<file path="config.mk">
export PLATFORM = sky130hd
export DESIGN_NAME = prdf_ctrl
export DESIGN_NICKNAME = d
export VERILOG_FILES = /design/src/rtl/prdf_pkg.sv /design/src/rtl/prdf_ctrl.sv
export SDC_FILE = /design/constraint.sdc
export NUM_CORES = 1
export LEC_CHECK = 0
export BUFFER_PORTS_ARGS = -buffer_cell sky130_fd_sc_hd__buf_2
export CORE_ASPECT_RATIO = 1.4
export CORE_UTILIZATION = 52
export DETAILED_ROUTE_END_ITERATION = 16
export GPL_TIMING_DRIVEN = 0
export PLACE_DENSITY = 0.95
export SETUP_SLACK_MARGIN = 0.05
export SLEW_MARGIN = 10
export SYNTH_ARGS = -nofsm -noshare
export SYNTH_HDL_FRONTEND = slang
export SYNTH_SLANG_ARGS = --single-unit
</file>
<file path="constraint.sdc">
create_clock -name clk_i -period 4.59 [get_ports clk_i]
set_input_delay 0.459 -clock clk_i [delete_from_list [all_inputs] [get_ports clk_i]]
set_output_delay 0.459 -clock clk_i [all_outputs]
set_load 0.02 [all_outputs]
</file>
<file path="src/rtl/prdf_pkg.sv">
// Package for the paired-read duplicate filter: payload structs, result kinds,
// controller states and the command/status bundles between controller and datapath.
// No dependencies.
package prdf_pkg;

  localparam int unsigned GROUP_DEPTH_DEF    = 32;
  localparam int unsigned NAME_SET_DEPTH_DEF = 4096;
  localparam int unsigned CNT_W              = 40;
  localparam int unsigned UNM_W              = 13;

  typedef enum logic [1:0] {
    KIND_KEPT      = 2'd0,
    KIND_UNMATCHED = 2'd1,
    KIND_STATS     = 2'd2
  } kind_e;

  typedef struct packed {
    logic               mode;
    logic [15:0]        ref_id;
    logic [31:0]        pos;
    logic signed [31:0] dist_req;
    logic [7:0]         read_size;
    logic [7:0]         map_quality;
    logic [63:0]        name_key;
    logic [31:0]        record_tag;
  } in_item_t;

  typedef struct packed {
    kind_e             kind;
    logic [31:0]       kept_tag;
    logic [UNM_W-1:0]  unmatched_count;
    logic [CNT_W-1:0]  checked_count;
    logic [CNT_W-1:0]  removed_count;
    logic              last;
  } out_item_t;

  // One stored pair head of the current position group
  typedef struct packed {
    logic [31:0]        pos;
    logic signed [31:0] mate_dist;
    logic [7:0]         qual;
    logic [63:0]        name;
    logic [31:0]        tag;
  } head_t;

  typedef enum logic [4:0] {
    ST_IDLE,
    ST_DECIDE,
    ST_FL_RD,
    ST_FL_PUSH,
    ST_REFCHK,
    ST_UNM,
    ST_CLASS,
    ST_G_RD,
    ST_G_CMP,
    ST_HEAD_MISS,
    ST_S_RD,
    ST_S_CMP,
    ST_S_LAST_RD,
    ST_S_LAST_WR,
    ST_ADD_APPEND,
    ST_ADD_OK,
    ST_KEEP,
    ST_STATS,
    ST_FIN
  } ctrl_state_e;

  typedef struct packed {
    logic  load;
    logic  push;
    kind_e push_kind;
    logic  push_grp;     // kept tag comes from the group read port
    logic  finish;
    logic  set_ref;
    logic  set_grp;
    logic  clr_gcount;
    logic  gidx_clr;
    logic  gidx_inc;
    logic  g_latch_hit;
    logic  g_append;
    logic  g_replace;
    logic  chk_inc;
    logic  rem_inc;
    logic  sidx_clr;
    logic  sidx_inc;
    logic  s_rd_last;
    logic  s_append;
    logic  s_move;
    logic  nclr;
  } dp_cmd_t;

  typedef struct packed {
    logic can_push;
    logic is_end;
    logic newref;
    logic grpchg;
    logic keep;
    logic is_head;
    logic gcount_zero;
    logic gcount_full;
    logic ncount_zero;
    logic ncount_full;
    logic g_match;
    logic g_last;
    logic s_match;
    logic s_last;
    logic replace;
  } dp_stat_t;

endpackage

</file>
<file path="src/rtl/prdf_ctrl.sv">
// Controller of the duplicate filter: sequences flushes, group and name-set scans
// and result pushes. Depends on prdf_pkg.
module prdf_ctrl (
  input  logic               clk_i,
  input  logic               rst_ni,
  input  logic               in_valid_i,
  output logic               in_stall_o,
  input  prdf_pkg::dp_stat_t stat_i,
  output prdf_pkg::dp_cmd_t  cmd_o
);
  import prdf_pkg::*;

  ctrl_state_e state_q, state_d;

  // State register
  always_ff @(posedge clk_i or negedge rst_ni) begin
    if (!rst_ni) begin
      state_q <= ST_IDLE;
    end else begin
      state_q <= state_d;
    end
  end

  // Next state and commands
  always_comb begin
    state_d    = state_q;
    cmd_o      = '0;
    cmd_o.push_kind = KIND_KEPT;
    in_stall_o = 1'b1;
    case (state_q)
      ST_IDLE: begin
        in_stall_o = 1'b0;
        cmd_o.load = in_valid_i;
        if (in_valid_i) state_d = ST_DECIDE;
      end
      ST_DECIDE: begin
        cmd_o.gidx_clr = 1'b1;
        if (stat_i.is_end) begin
          state_d = stat_i.gcount_zero ? ST_STATS : ST_FL_RD;
        end else if ((stat_i.newref || stat_i.grpchg) && !stat_i.gcount_zero) begin
          state_d = ST_FL_RD;
        end else begin
          state_d = ST_REFCHK;
        end
      end
      ST_FL_RD: state_d = ST_FL_PUSH;
      ST_FL_PUSH: begin
        if (stat_i.can_push) begin
          cmd_o.push     = 1'b1;
          cmd_o.push_grp = 1'b1;
          if (stat_i.g_last) begin
            cmd_o.clr_gcount = 1'b1;
            cmd_o.gidx_clr   = 1'b1;
            state_d = stat_i.is_end ? ST_STATS : ST_REFCHK;
          end else begin
            cmd_o.gidx_inc = 1'b1;
            state_d = ST_FL_RD;
          end
        end
      end
      ST_REFCHK: begin
        cmd_o.set_grp = 1'b1;
        if (stat_i.newref) begin
          cmd_o.set_ref = 1'b1;
          state_d = stat_i.ncount_zero ? ST_CLASS : ST_UNM;
        end else begin
          state_d = ST_CLASS;
        end
      end
      ST_UNM: begin
        if (stat_i.can_push) begin
          cmd_o.push      = 1'b1;
          cmd_o.push_kind = KIND_UNMATCHED;
          cmd_o.nclr      = 1'b1;
          state_d = ST_CLASS;
        end
      end
      ST_CLASS: begin
        cmd_o.sidx_clr = 1'b1;
        cmd_o.gidx_clr = 1'b1;
        if (stat_i.keep) begin
          state_d = ST_KEEP;
        end else if (stat_i.is_head) begin
          cmd_o.chk_inc = 1'b1;
          state_d = stat_i.gcount_zero ? ST_HEAD_MISS : ST_G_RD;
        end else begin
          state_d = stat_i.ncount_zero ? ST_KEEP : ST_S_RD;
        end
      end
      ST_G_RD: state_d = ST_G_CMP;
      ST_G_CMP: begin
        if (stat_i.g_match) begin
          cmd_o.g_latch_hit = 1'b1;
          state_d = stat_i.ncount_zero ? ST_ADD_APPEND : ST_S_RD;
        end else if (stat_i.g_last) begin
          state_d = ST_HEAD_MISS;
        end else begin
          cmd_o.gidx_inc = 1'b1;
          state_d = ST_G_RD;
        end
      end
      ST_HEAD_MISS: begin
        if (!stat_i.gcount_full) begin
          cmd_o.g_append = 1'b1;
          state_d = ST_FIN;
        end else begin
          state_d = ST_KEEP;
        end
      end
      ST_S_RD: state_d = ST_S_CMP;
      ST_S_CMP: begin
        if (stat_i.s_match) begin
          state_d = stat_i.is_head ? ST_ADD_OK : ST_S_LAST_RD;
        end else if (stat_i.s_last) begin
          state_d = stat_i.is_head ? ST_ADD_APPEND : ST_KEEP;
        end else begin
          cmd_o.sidx_inc = 1'b1;
          state_d = ST_S_RD;
        end
      end
      ST_S_LAST_RD: begin
        cmd_o.s_rd_last = 1'b1;
        state_d = ST_S_LAST_WR;
      end
      // move the last name into the erased slot
      ST_S_LAST_WR: begin
        cmd_o.s_move = 1'b1;
        state_d = ST_FIN;
      end
      ST_ADD_APPEND: begin
        if (!stat_i.ncount_full) begin
          cmd_o.s_append = 1'b1;
          state_d = ST_ADD_OK;
        end else begin
          state_d = ST_KEEP;
        end
      end
      ST_ADD_OK: begin
        cmd_o.rem_inc   = 1'b1;
        cmd_o.g_replace = stat_i.replace;
        state_d = ST_FIN;
      end
      ST_KEEP: begin
        if (stat_i.can_push) begin
          cmd_o.push = 1'b1;
          state_d = ST_FIN;
        end
      end
      ST_STATS: begin
        if (stat_i.can_push) begin
          cmd_o.push      = 1'b1;
          cmd_o.push_kind = KIND_STATS;
          state_d = ST_FIN;
        end
      end
      ST_FIN: begin
        if (stat_i.can_push) begin
          cmd_o.finish = 1'b1;
          state_d = ST_IDLE;
        end
      end
      default: state_d = ST_IDLE;
    endcase
  end

endmodule

</file>
[After elaboration in Yosys (flattened, before gate mapping)]
Cells that the tools add are included.
Cells by class
  eq/ne operators: 23
  multiplexer cells: 62
  reduce and logical (&&, ||, !) cells: 9
Operators by type and width (count)
  $mux 5: 17
  $pmux 5 s17: 1
  $eq 5x4->1 const B: 8
  $mux 1: 27
  $eq 5x3->1 const B: 4
  $eq 5x5->1 const B: 3
  $mux 3: 5
  $mux 2: 6
  $eq 5x2->1 const B: 2
  $mux 4: 2
  $ne 2x2->1 const B: 4
  $reduce_or 2->1: 4
  $eq 5x1->1 const B: 1
  $logic_not 5->1: 1
  $reduce_and 5->1: 1
  $pmux 1 s2: 2
  $pmux 2 s2: 1
  $pmux 1 s3: 1
  $ne 2x1->1 const B: 1
  $logic_and 1x1->1: 1
  $logic_not 1->1: 1
  $logic_or 1x1->1: 1
Word-level totals
  register bits after elaboration: 5
  input bits: 18
  word-level logic and storage cells: 95

[Depth between registers and ports, before layout]
Gate-level depths: netlist of run 1.
  depth after elaboration: 5
  gate-level depth with buffers: 7

[Worst setup path before layout of run 1]
OpenSTA, ideal clock, no wires.
  kind: register to output
  from: register state_q[0]
  to: output port cmd_o[11] (netlist name)
  data arrival time: 1.736 ns
  required time: 4.131 ns
  slack: 2.395 ns
  cell stages (with the launch flop): 8
  path through: dfrtp_1 -> buf_2 -> buf_2 -> buf_2 -> nand3_1 -> nor2_1 -> nor2_1 -> nor2_1
RTL lines
  from (decl): RTL line prdf_ctrl.sv:13  | ctrl_state_e state_q, state_d;
  from (signal assigned): RTL line prdf_ctrl.sv:20  | state_q <= state_d;
  to (decl): RTL line prdf_ctrl.sv:9  | output prdf_pkg::dp_cmd_t cmd_o

==> results.cfg, run 1 <==
[status]
status = finished, final reports clean

[worst_setup_path]
worstSetupPathType = flop to primary output
cp_max_fo = 10
cp-end-kind = primary output
startpoint_type = flop
cp_data_required_time_ps = 4130
reg2reg_depth = 6
critical_path_arrival_ps = 2010

[cells_and_area]
nNetsFinal = 211
largestRegisters = state_q (5)
layout_common_cells = buf_2, nor2_1, nand2_1
area_growth_pct = 25.00
final_common_cell = buf_2
diodes = 0
largest_reg_flops = 5
layout-drive-gt1-share = 0.3333
largest_register = state_q

[floorplanning]
start_util = 0.5654
core.rowCount = 18
core-area_um2 = 1779
ios = 41
die_y_um = 54.04
die_area_um2 = 2117
die_w_um = 39.17

[routing]
ant_nets = 0
wl_per_cell_um = 16.91
wl_met3_um = 325
top_layer_used = met4
met1_length_mm = 1.261
drc = 0
drt_wl_total_mm = 3.585
first_pass_iters = 9
dr.first_iter.drc_count = 93
wl_met2_mm = 1.779
vias = 1400
avgViaCountPerCell = 6.604

[sta]
rsz0062_at_grt = false
setup_viol = 0
fmax_mhz = 405.5
hold_ws_ps = 23.29
worst_pin_slew_ps = 561.3
finalSetupTns_ps = 0
slew_viol_final = 0
period_share = 0.5372
timing.final.crit_period_ps = 2466
setup_ws_ps = 2124
finClkSkew_ps = 6.549
max_slew_margin = 0.6230
finalHoldViolCount = 0

[clock_tree]
hold_buffers = 0
cts_buffers = 3
cts_resized = 0
root_buffer = clkbuf_4
clock_latency_ps = 240
htree_levels = 1
postCtsSetupRepairBufs = 0
cts_tree = built
clockBufferDepth = 2
cts.clk_slew.worst_paths_ps = 40
clock_sinks = 5

[placed_design]
io_buffers = 40
place_ws_ps = 2433
gp_congestion = 0.9281
dp_hpwl_mm = 2.824

[synthesis]
ys_async_sr_fraction = 1.000
syn_avg_cell_area_um2 = 6.797
synth_edf_count = 0
seq_area_frac_synth = 0.1244
synthDistinctLibCells = 49
synth.cell_area_um2 = 1006
synth_warnings = 0
ys_ff_latch = 5
synth_nets = 166
netlist_instances = 148
ys.flop_type = dfrtp_1

[grt]
grt_antenna_before_repair = 0
grt_overflow = 0
grt_start_max_net_pins = 11
grt_pass1_vias = 1291
grt_pass1_wl_mm = 5.637
grt_usage = 0.3743

[power_and_ir_drop]
max-vdd-ir-drop_mv = 0.2943
leakagePower_uw = 0.0006082
p_per_area_nw_per_um2 = 544.6
total_power_uw = 684.8

[flow_run]
drv_cap = 0

[hold_path]
hold_class = input port to asynchronous set/reset pin
-- cell families (layout without fill, tap and decap cells) --
family,after synthesis,after routing,share of synthesized area
and+or+nand+nor,90,90,0.5187
AOI/OAI and AO/OA,36,36,0.2550
buffers and inverters,16,60,0.08705
DFF,5,5,0.1244
muxes,1,1,0.01492
-- routing by layer --
layer / vias to the layer above / global-route usage
met4: 0 / 0.2471
li1: 642 / -
met3: 22 / 0.04545
met5: - / 0
met2: 103 / 0.6472
met1: 633 / 0.4123
-- power by group --
part	internal, uW	total [uW]	switching [uW]	leakage (uW)
Clock	32.8	49.8	17.0	0.0000150
Combinational	207	546	339	0.000528
Sequential	62.6	89.0	26.4	0.0000652
-- cell usage after synthesis, drive strengths merged (4+ instances only) --
| library cell | count | share of area |
|---|---|---|
| nand2 | 14 | 0.052 |
| dfrtp | 5 | 0.12 |
| nor2 | 18 | 0.067 |
| nand2b | 8 | 0.050 |
| buf | 11 | 0.068 |
| nand3b | 4 | 0.030 |
| inv | 4 | 0.015 |
| a21oi | 6 | 0.030 |
| o21ai | 10 | 0.050 |
| nor3 | 17 | 0.10 |
| nand3 | 5 | 0.030 |
| nor2b | 4 | 0.025 |
-- path summary, 6_finish.rpt --
kind                                  from    endpoint  slack, ps
worst max-delay path            state_q[0]   cmd_o[11]       2120
worst min-delay path                rst_ni  state_q[4]         20
worst max register to register  state_q[1]  state_q[1]       2640
worst min register to register  state_q[4]  state_q[3]        940
max in group asynchronous           rst_ni  state_q[3]       4430
min in group clk_i              stat_i[14]  state_q[0]        690
-- per-stage QoR --
| stage | cell area [um2] | util | cells |
|---|---|---|---|
| 3_5_place_dp | 1231 | 0.6920 | 208 |
| 6_report | 1257 | 0.7068 | 212 |
| 5_1_grt | 1257 | 0.7068 | 212 |
| 4_1_cts | 1257 | 0.7068 | 212 |
| 3_3_place_gp | 1231 | 0.6920 | 208 |
| 2_1_floorplan | 1006 | - | 148 |
-- critical path: stages (launching register included) --
cell and delay (ps):
dfrtp_1 370, buf_2 220, buf_2 260, buf_2 260, nand3_1 160, nor2_1 160, nor2_1 60, nor2_1 90
buf_2 170
-- cell type report --
type                            count  area, um2
Clock buffer                        4      26.28
Fill cell                         157      521.8
Timing Repair Buffer               40      200.2
Buffer                             12      72.57
Inverter                            4      15.01
Tap cell                           20      25.02
Multi-Input combinational cell    127      793.3
Sequential cell                     5      125.1
Note: power is estimated with default switching activity, not from simulation.
==> inputs of run 2 (changes only) <==
Settings changed: ABC_AREA from default to 1, CORE_UTILIZATION 52 to 47, PLACE_DENSITY 0.95 to 0.9.
Clock period 4.59 ns to 2.47 ns, I/O delays scaled along.
==> run 2 against run 1 <==
Cell count grew 15%. Flip-flop and latch count is the same. Synthesized area shrank 10%. Synthesized cell count grew 21%. Design area shrank 7.3%. Sequential share of layout area grew 0.78 points. Critical path type unchanged. Largest cell class unchanged. Highest routed layer unchanged.
==> results.cfg, run 2 <==
[cells_and_area]
largest_reg_flops = 5
nFillCells = 207
diodes = 0
layout-drive-gt1-share = 0.2768
final_common_cell = nand2_1
largest_register = state_q
largestRegisters = state_q (5)
nNetsFinal = 243
area_growth_pct = 28.91
layout_common_cells = nand2_1, buf_2, nor2_1

[power_and_ir_drop]
leakagePower_uw = 0.0007510
max-vdd-ir-drop_mv = 0.3284
total_power_uw = 964.2
p_per_area_nw_per_um2 = 826.9

[routing]
drt_wl_total_mm = 2.853
ant_nets = 0
vias = 1307
wl_per_cell_um = 11.69
first_pass_iters = 4
wl_met3_um = 171
wl_met2_mm = 1.473
avgViaCountPerCell = 5.357
met1_length_mm = 1.094
drc = 0
top_layer_used = met4
dr.first_iter.drc_count = 67

[floorplanning]
core-area_um2 = 1779
ios = 41
die_y_um = 53.91
die_area_um2 = 2107
core.rowCount = 18
die_w_um = 39.08
start_util = 0.5084

[status]
status = finished, final reports clean

[hold_path]
hold_class = input port to asynchronous set/reset pin

[sta]
slew_viol_final = 0
timing.final.crit_period_ps = 2132
period_share = 0.8633
rsz0062_at_grt = false
max_slew_margin = 0.7634
setup_viol = 0
finalSetupTns_ps = 0
finalHoldViolCount = 0
fmax_mhz = 468.9
finClkSkew_ps = 6.673
worst_pin_slew_ps = 353.5

[clock_tree]
cts.clk_slew.worst_paths_ps = 50
cts_buffers = 3
clock_latency_ps = 250
cts_resized = 0
root_buffer = clkbuf_4
clock_sinks = 5
clockBufferDepth = 2
cts_tree = built
htree_levels = 1

[synthesis]
yosysTopAreaCell = nand2_1
synthDistinctLibCells = 24
yosysMostFrequentCell = nand2_1
ys_async_sr_fraction = 1.000
seq_area_frac_synth = 0.1383
syn_avg_cell_area_um2 = 5.054
synth.cell_area_um2 = 904.6
synth_top_area_frac = 0.2241
synth_edf_count = 0
ys.flop_type = dfrtp_1
synthTopCellsByCount = nand2_1, nor2_1, inv_1, nand3_1, inv_2
synth_nets = 197
netlist_instances = 179
synth_warnings = 0
synth_top_cells_by_area = nand2_1, nor2_1, dfrtp_1
ys_ff_latch = 5

[worst_setup_path]
slowest_stage = dfrtp_1
reg2reg_depth = 10
ff2ff_setup_slack_ps = 830
cp_data_required_time_ps = 2220
worstSetupPathType = flop to primary output
rr_endpoint = state_q[4]
critical_path.max_stage_delay_ps = 440
cp-end-kind = primary output
cp_max_fo = 6
critical_path_buf_inv_count = 2
startpoint_type = flop
critical_path_arrival_ps = 1890
r2r_start = state_q[4]
crit_chain = nor2_2 > inv_2 > nor2_1 > nand2_1 > a221oi_2 > buf_2
critPathTopFamily = simple AND/OR/NAND/NOR gates

[grt]
grt_antenna_before_repair = 0
grt_pass1_vias = 1045
grt_overflow = 0
grt_usage = 0.3013
grt_pass1_wl_mm = 4.429
grt_start_max_net_pins = 10

[placed_design]
gp_congestion = 0.9813
dp_hpwl_mm = 2.381
io_buffers = 40

[flow_run]
drv_cap = 0
==> run 2: metal layers <==
layer	vias to the layer above	global-route usage
li1	656	-
met1	575	0.3500
met2	63	0.5583
met3	13	0.01653
met4	0	0.1092
met5	-	0
==> run 2: kinds of logic after synthesis <==
family | synth area share
buffers and inverters | 0.1369
AND/OR/NAND/NOR | 0.6376
AO/OA/AOI/OAI | 0.08714
flip-flops | 0.1383
==> run 2: worst reg2reg max path, stage by stage (launching register included) <==
cell,delay (ps)
dfrtp_1,460
inv_2,180
nand3b_2,160
nor2_2,210
nand2_1,120
nand2_1,80
nor2_1,50
nand2_2,100
inv_2,70
nand2_1,70
nand2_1,50
==> run 2: final cells by class <==
class / instances / area, um2 / area share
clock buffer: 4 / 26.28 / 0.02253
timing repair buffer: 41 / 210.2 / 0.1803
buffer: 1 / 7.507 / 0.006438
tap: 20 / 25.02 / 0.02146
multi-input combinational: 142 / 655.6 / 0.5622
inverter: 31 / 116.4 / 0.09979
sequential: 5 / 125.1 / 0.1073
==> run 2: power by group <==
| group | switching (uW) | internal, uW | total [uW] |
|---|---|---|---|
| clock | 38.4 | 61.4 | 99.8 |
| combinational | 486 | 213 | 698 |
| sequential | 51.1 | 115 | 166 |
==> run 2: how the worst max path moves through the flow <==
stage,start,end,depth (start not counted)
detailed placement,state_q[0],cmd_o[11],7
floorplan,state_q[3],cmd_o[11],6
CTS,state_q[0],cmd_o[11],7
global route,state_q[0],cmd_o[11],7
finish,state_q[1],cmd_o[11],6
global placement,state_q[1],cmd_o[11],6
==> run 2: what timing repair did <==
item | 4_1_cts | 5_1_grt
hold endpoints to repair | 5 | 0
setup buffers | 0 | 0
hold buffers | 1 | 0
==> run 2: metrics by stage <==
step	cell area [um2]	hold slack, ps	util	cells	setup slack [ps]
6_report	1166	330.8	0.6554	244	337.5
2_1_floorplan	904.6	-48.59	-	179	706.2
4_1_cts	1166	339.4	0.6554	244	401.6
3_3_place_gp	1130	60.93	0.6350	239	698.4
5_1_grt	1166	356.8	0.6554	244	294.0
3_5_place_dp	1130	63.70	0.6350	239	668.6
==> inputs of run 3 (changes only) <==
Settings changed: CELL_PAD_IN_SITES_DETAIL_PLACEMENT from default to 1, CELL_PAD_IN_SITES_GLOBAL_PLACEMENT from default to 1, CORE_UTILIZATION 47 to 29, PLACE_DENSITY 0.9 to 0.89.
==> run 3 against run 2 <==
Fmax is 4.0% higher. Core utilization is 24 points lower. Critical path depth stayed put. Setup slack better by 83 ps. Design area is 3.4% higher. Clock skew is 1.8 ps lower.
==> results.cfg, run 3 (same netlist as run 2, synthesis figures left out) <==
[routing]
drt_wl_total_mm = 3.407
ant_nets = 0
first_pass_iters = 4
vias = 1313
drc = 0
wl_per_cell_um = 13.05
avgViaCountPerCell = 5.031
dr.first_iter.drc_count = 29

[worst_setup_path]
cp_data_required_time_ps = 2220
startpoint_type = flop
slowest_stage = dfrtp_1
cp-end-kind = primary output
critical_path.max_stage_delay_ps = 440
crit_chain = nor2_2 > inv_2 > nor2_1 > nand2_1 > a221oi_2 > buf_2
cp_max_fo = 6
critical_path_arrival_ps = 1800
worstSetupPathType = flop to primary output

[grt]
grt_pass1_wl_mm = 5.554
grt_pass1_vias = 1288
grt_overflow = 0
grt_antenna_before_repair = 0
grt_usage = 0.2103
grt_start_max_net_pins = 10

[flow_run]
drv_cap = 0

[floorplanning]
ios = 41
core-area_um2 = 2907
die_area_um2 = 3350
die_y_um = 68.09
core.rowCount = 23
start_util = 0.3112
die_w_um = 49.20

[cells_and_area]
final_util = 0.4150
largest_reg_flops = 5
final_common_cell = nand2_1
nNetsFinal = 243
layout-drive-gt1-share = 0.2768
largestRegisters = state_q (5)
area_growth_pct = 33.33
diodes = 0
layout_common_cells = nand2_1, buf_2, nor2_1
largest_register = state_q

[clock_tree]
htree_levels = 1
cts.clk_slew.worst_paths_ps = 40
postCtsSetupRepairBufs = 0
clock_sinks = 5
clock_latency_ps = 220
root_buffer = clkbuf_8
cts_tree = built
cts_buffers = 3
clockBufferDepth = 2

[sta]
period_share = 0.8299
finClkSkew_ps = 4.908
max_slew_margin = 0.7851
setup_viol = 0
finalSetupTns_ps = 0
worst_pin_slew_ps = 322.4
rsz0062_at_grt = false
slew_viol_final = 0
finalHoldViolCount = 0
fmax_mhz = 487.8
timing.final.crit_period_ps = 2050

[placed_design]
dp_hpwl_mm = 2.932
gp_congestion = 0.8822
io_buffers = 40

[power_and_ir_drop]
max-vdd-ir-drop_mv = 0.2569
leakagePower_uw = 0.0007587
p_per_area_nw_per_um2 = 863.5

[status]
status = finished, final reports clean

[hold_path]
hold_class = input port to asynchronous set/reset pin
-- run 3: cell counts in the layout (fill, tap and decap cells not counted) --
Identical to the previous run, type by type.
-- run 3: critical path, delay by kind of cell, from the launching register on --
| kind | cells | cell delay (ps) |
|---|---|---|
| flops | 1 | 440 |
| buf+inv | 2 | 310 |
| compound gates | 1 | 250 |
| simple gates | 3 | 590 |
-- run 3: metrics by stage --
step / setup slack, ps / total power (uW) / hold WS [ps] / instances / instance area [um2]
after floorplan: 706.2 / 664.2 / -48.59 / 179 / 904.6
after global placement: 680.1 / 858.0 / 60.83 / 256 / 1151
after detailed placement: 670.8 / 883.4 / 64.55 / 256 / 1151
after CTS: 434.9 / 1039 / 368.9 / 261 / 1206
after global routing: 317.6 / 1121 / 413.0 / 261 / 1206
final: 420.2 / 1041 / 364.4 / 261 / 1206
-- run 3: routing by layer --
layer	routed length [um]	vias to the layer above	GRT usage
met5	0	-	0
met4	78	0	0.08088
met3	96	6	0.01111
met2	1804	38	0.4247
met1	1427	615	0.2265
li1	-	654	-
-- run 3: area by class of cell --
cell class / instances / area (um2)
Fill cell: 426 / 1700
Multi-Input combinational cell: 142 / 655.6
Timing Repair Buffer: 41 / 210.2
Sequential cell: 5 / 125.1
Inverter: 31 / 116.4
Tap cell: 37 / 46.29
Clock buffer: 4 / 45.04
Buffer: 1 / 7.507
-- run 3: power by group --
part / internal [uW] / switching, uW
Clock: 111 / 39.2
Sequential: 115 / 56.1
Combinational: 213 / 507
Total: 439 / 603
-- run 3: final timing paths --
kind                             from  slack, ps          to  cells after the start
min in group clk_i          stat_i[4]        430  state_q[3]                      3
max in group asynchronous      rst_ni       1970  state_q[3]                      2
hold / removal                 rst_ni        360  state_q[2]                      2
setup reg to reg           state_q[4]        810  state_q[0]                     10
setup / recovery           state_q[1]        420   cmd_o[11]                      6
hold reg to reg            state_q[1]        620  state_q[1]                      2
-- run 3: repair_timing --
| action | in CTS | in global routing |
|---|---|---|
| hold endpoints to repair | 5 | 0 |
| hold buffers | 1 | 0 |
| gates resized for setup | 0 | 0 |
| setup endpoints to repair | 0 | 0 |
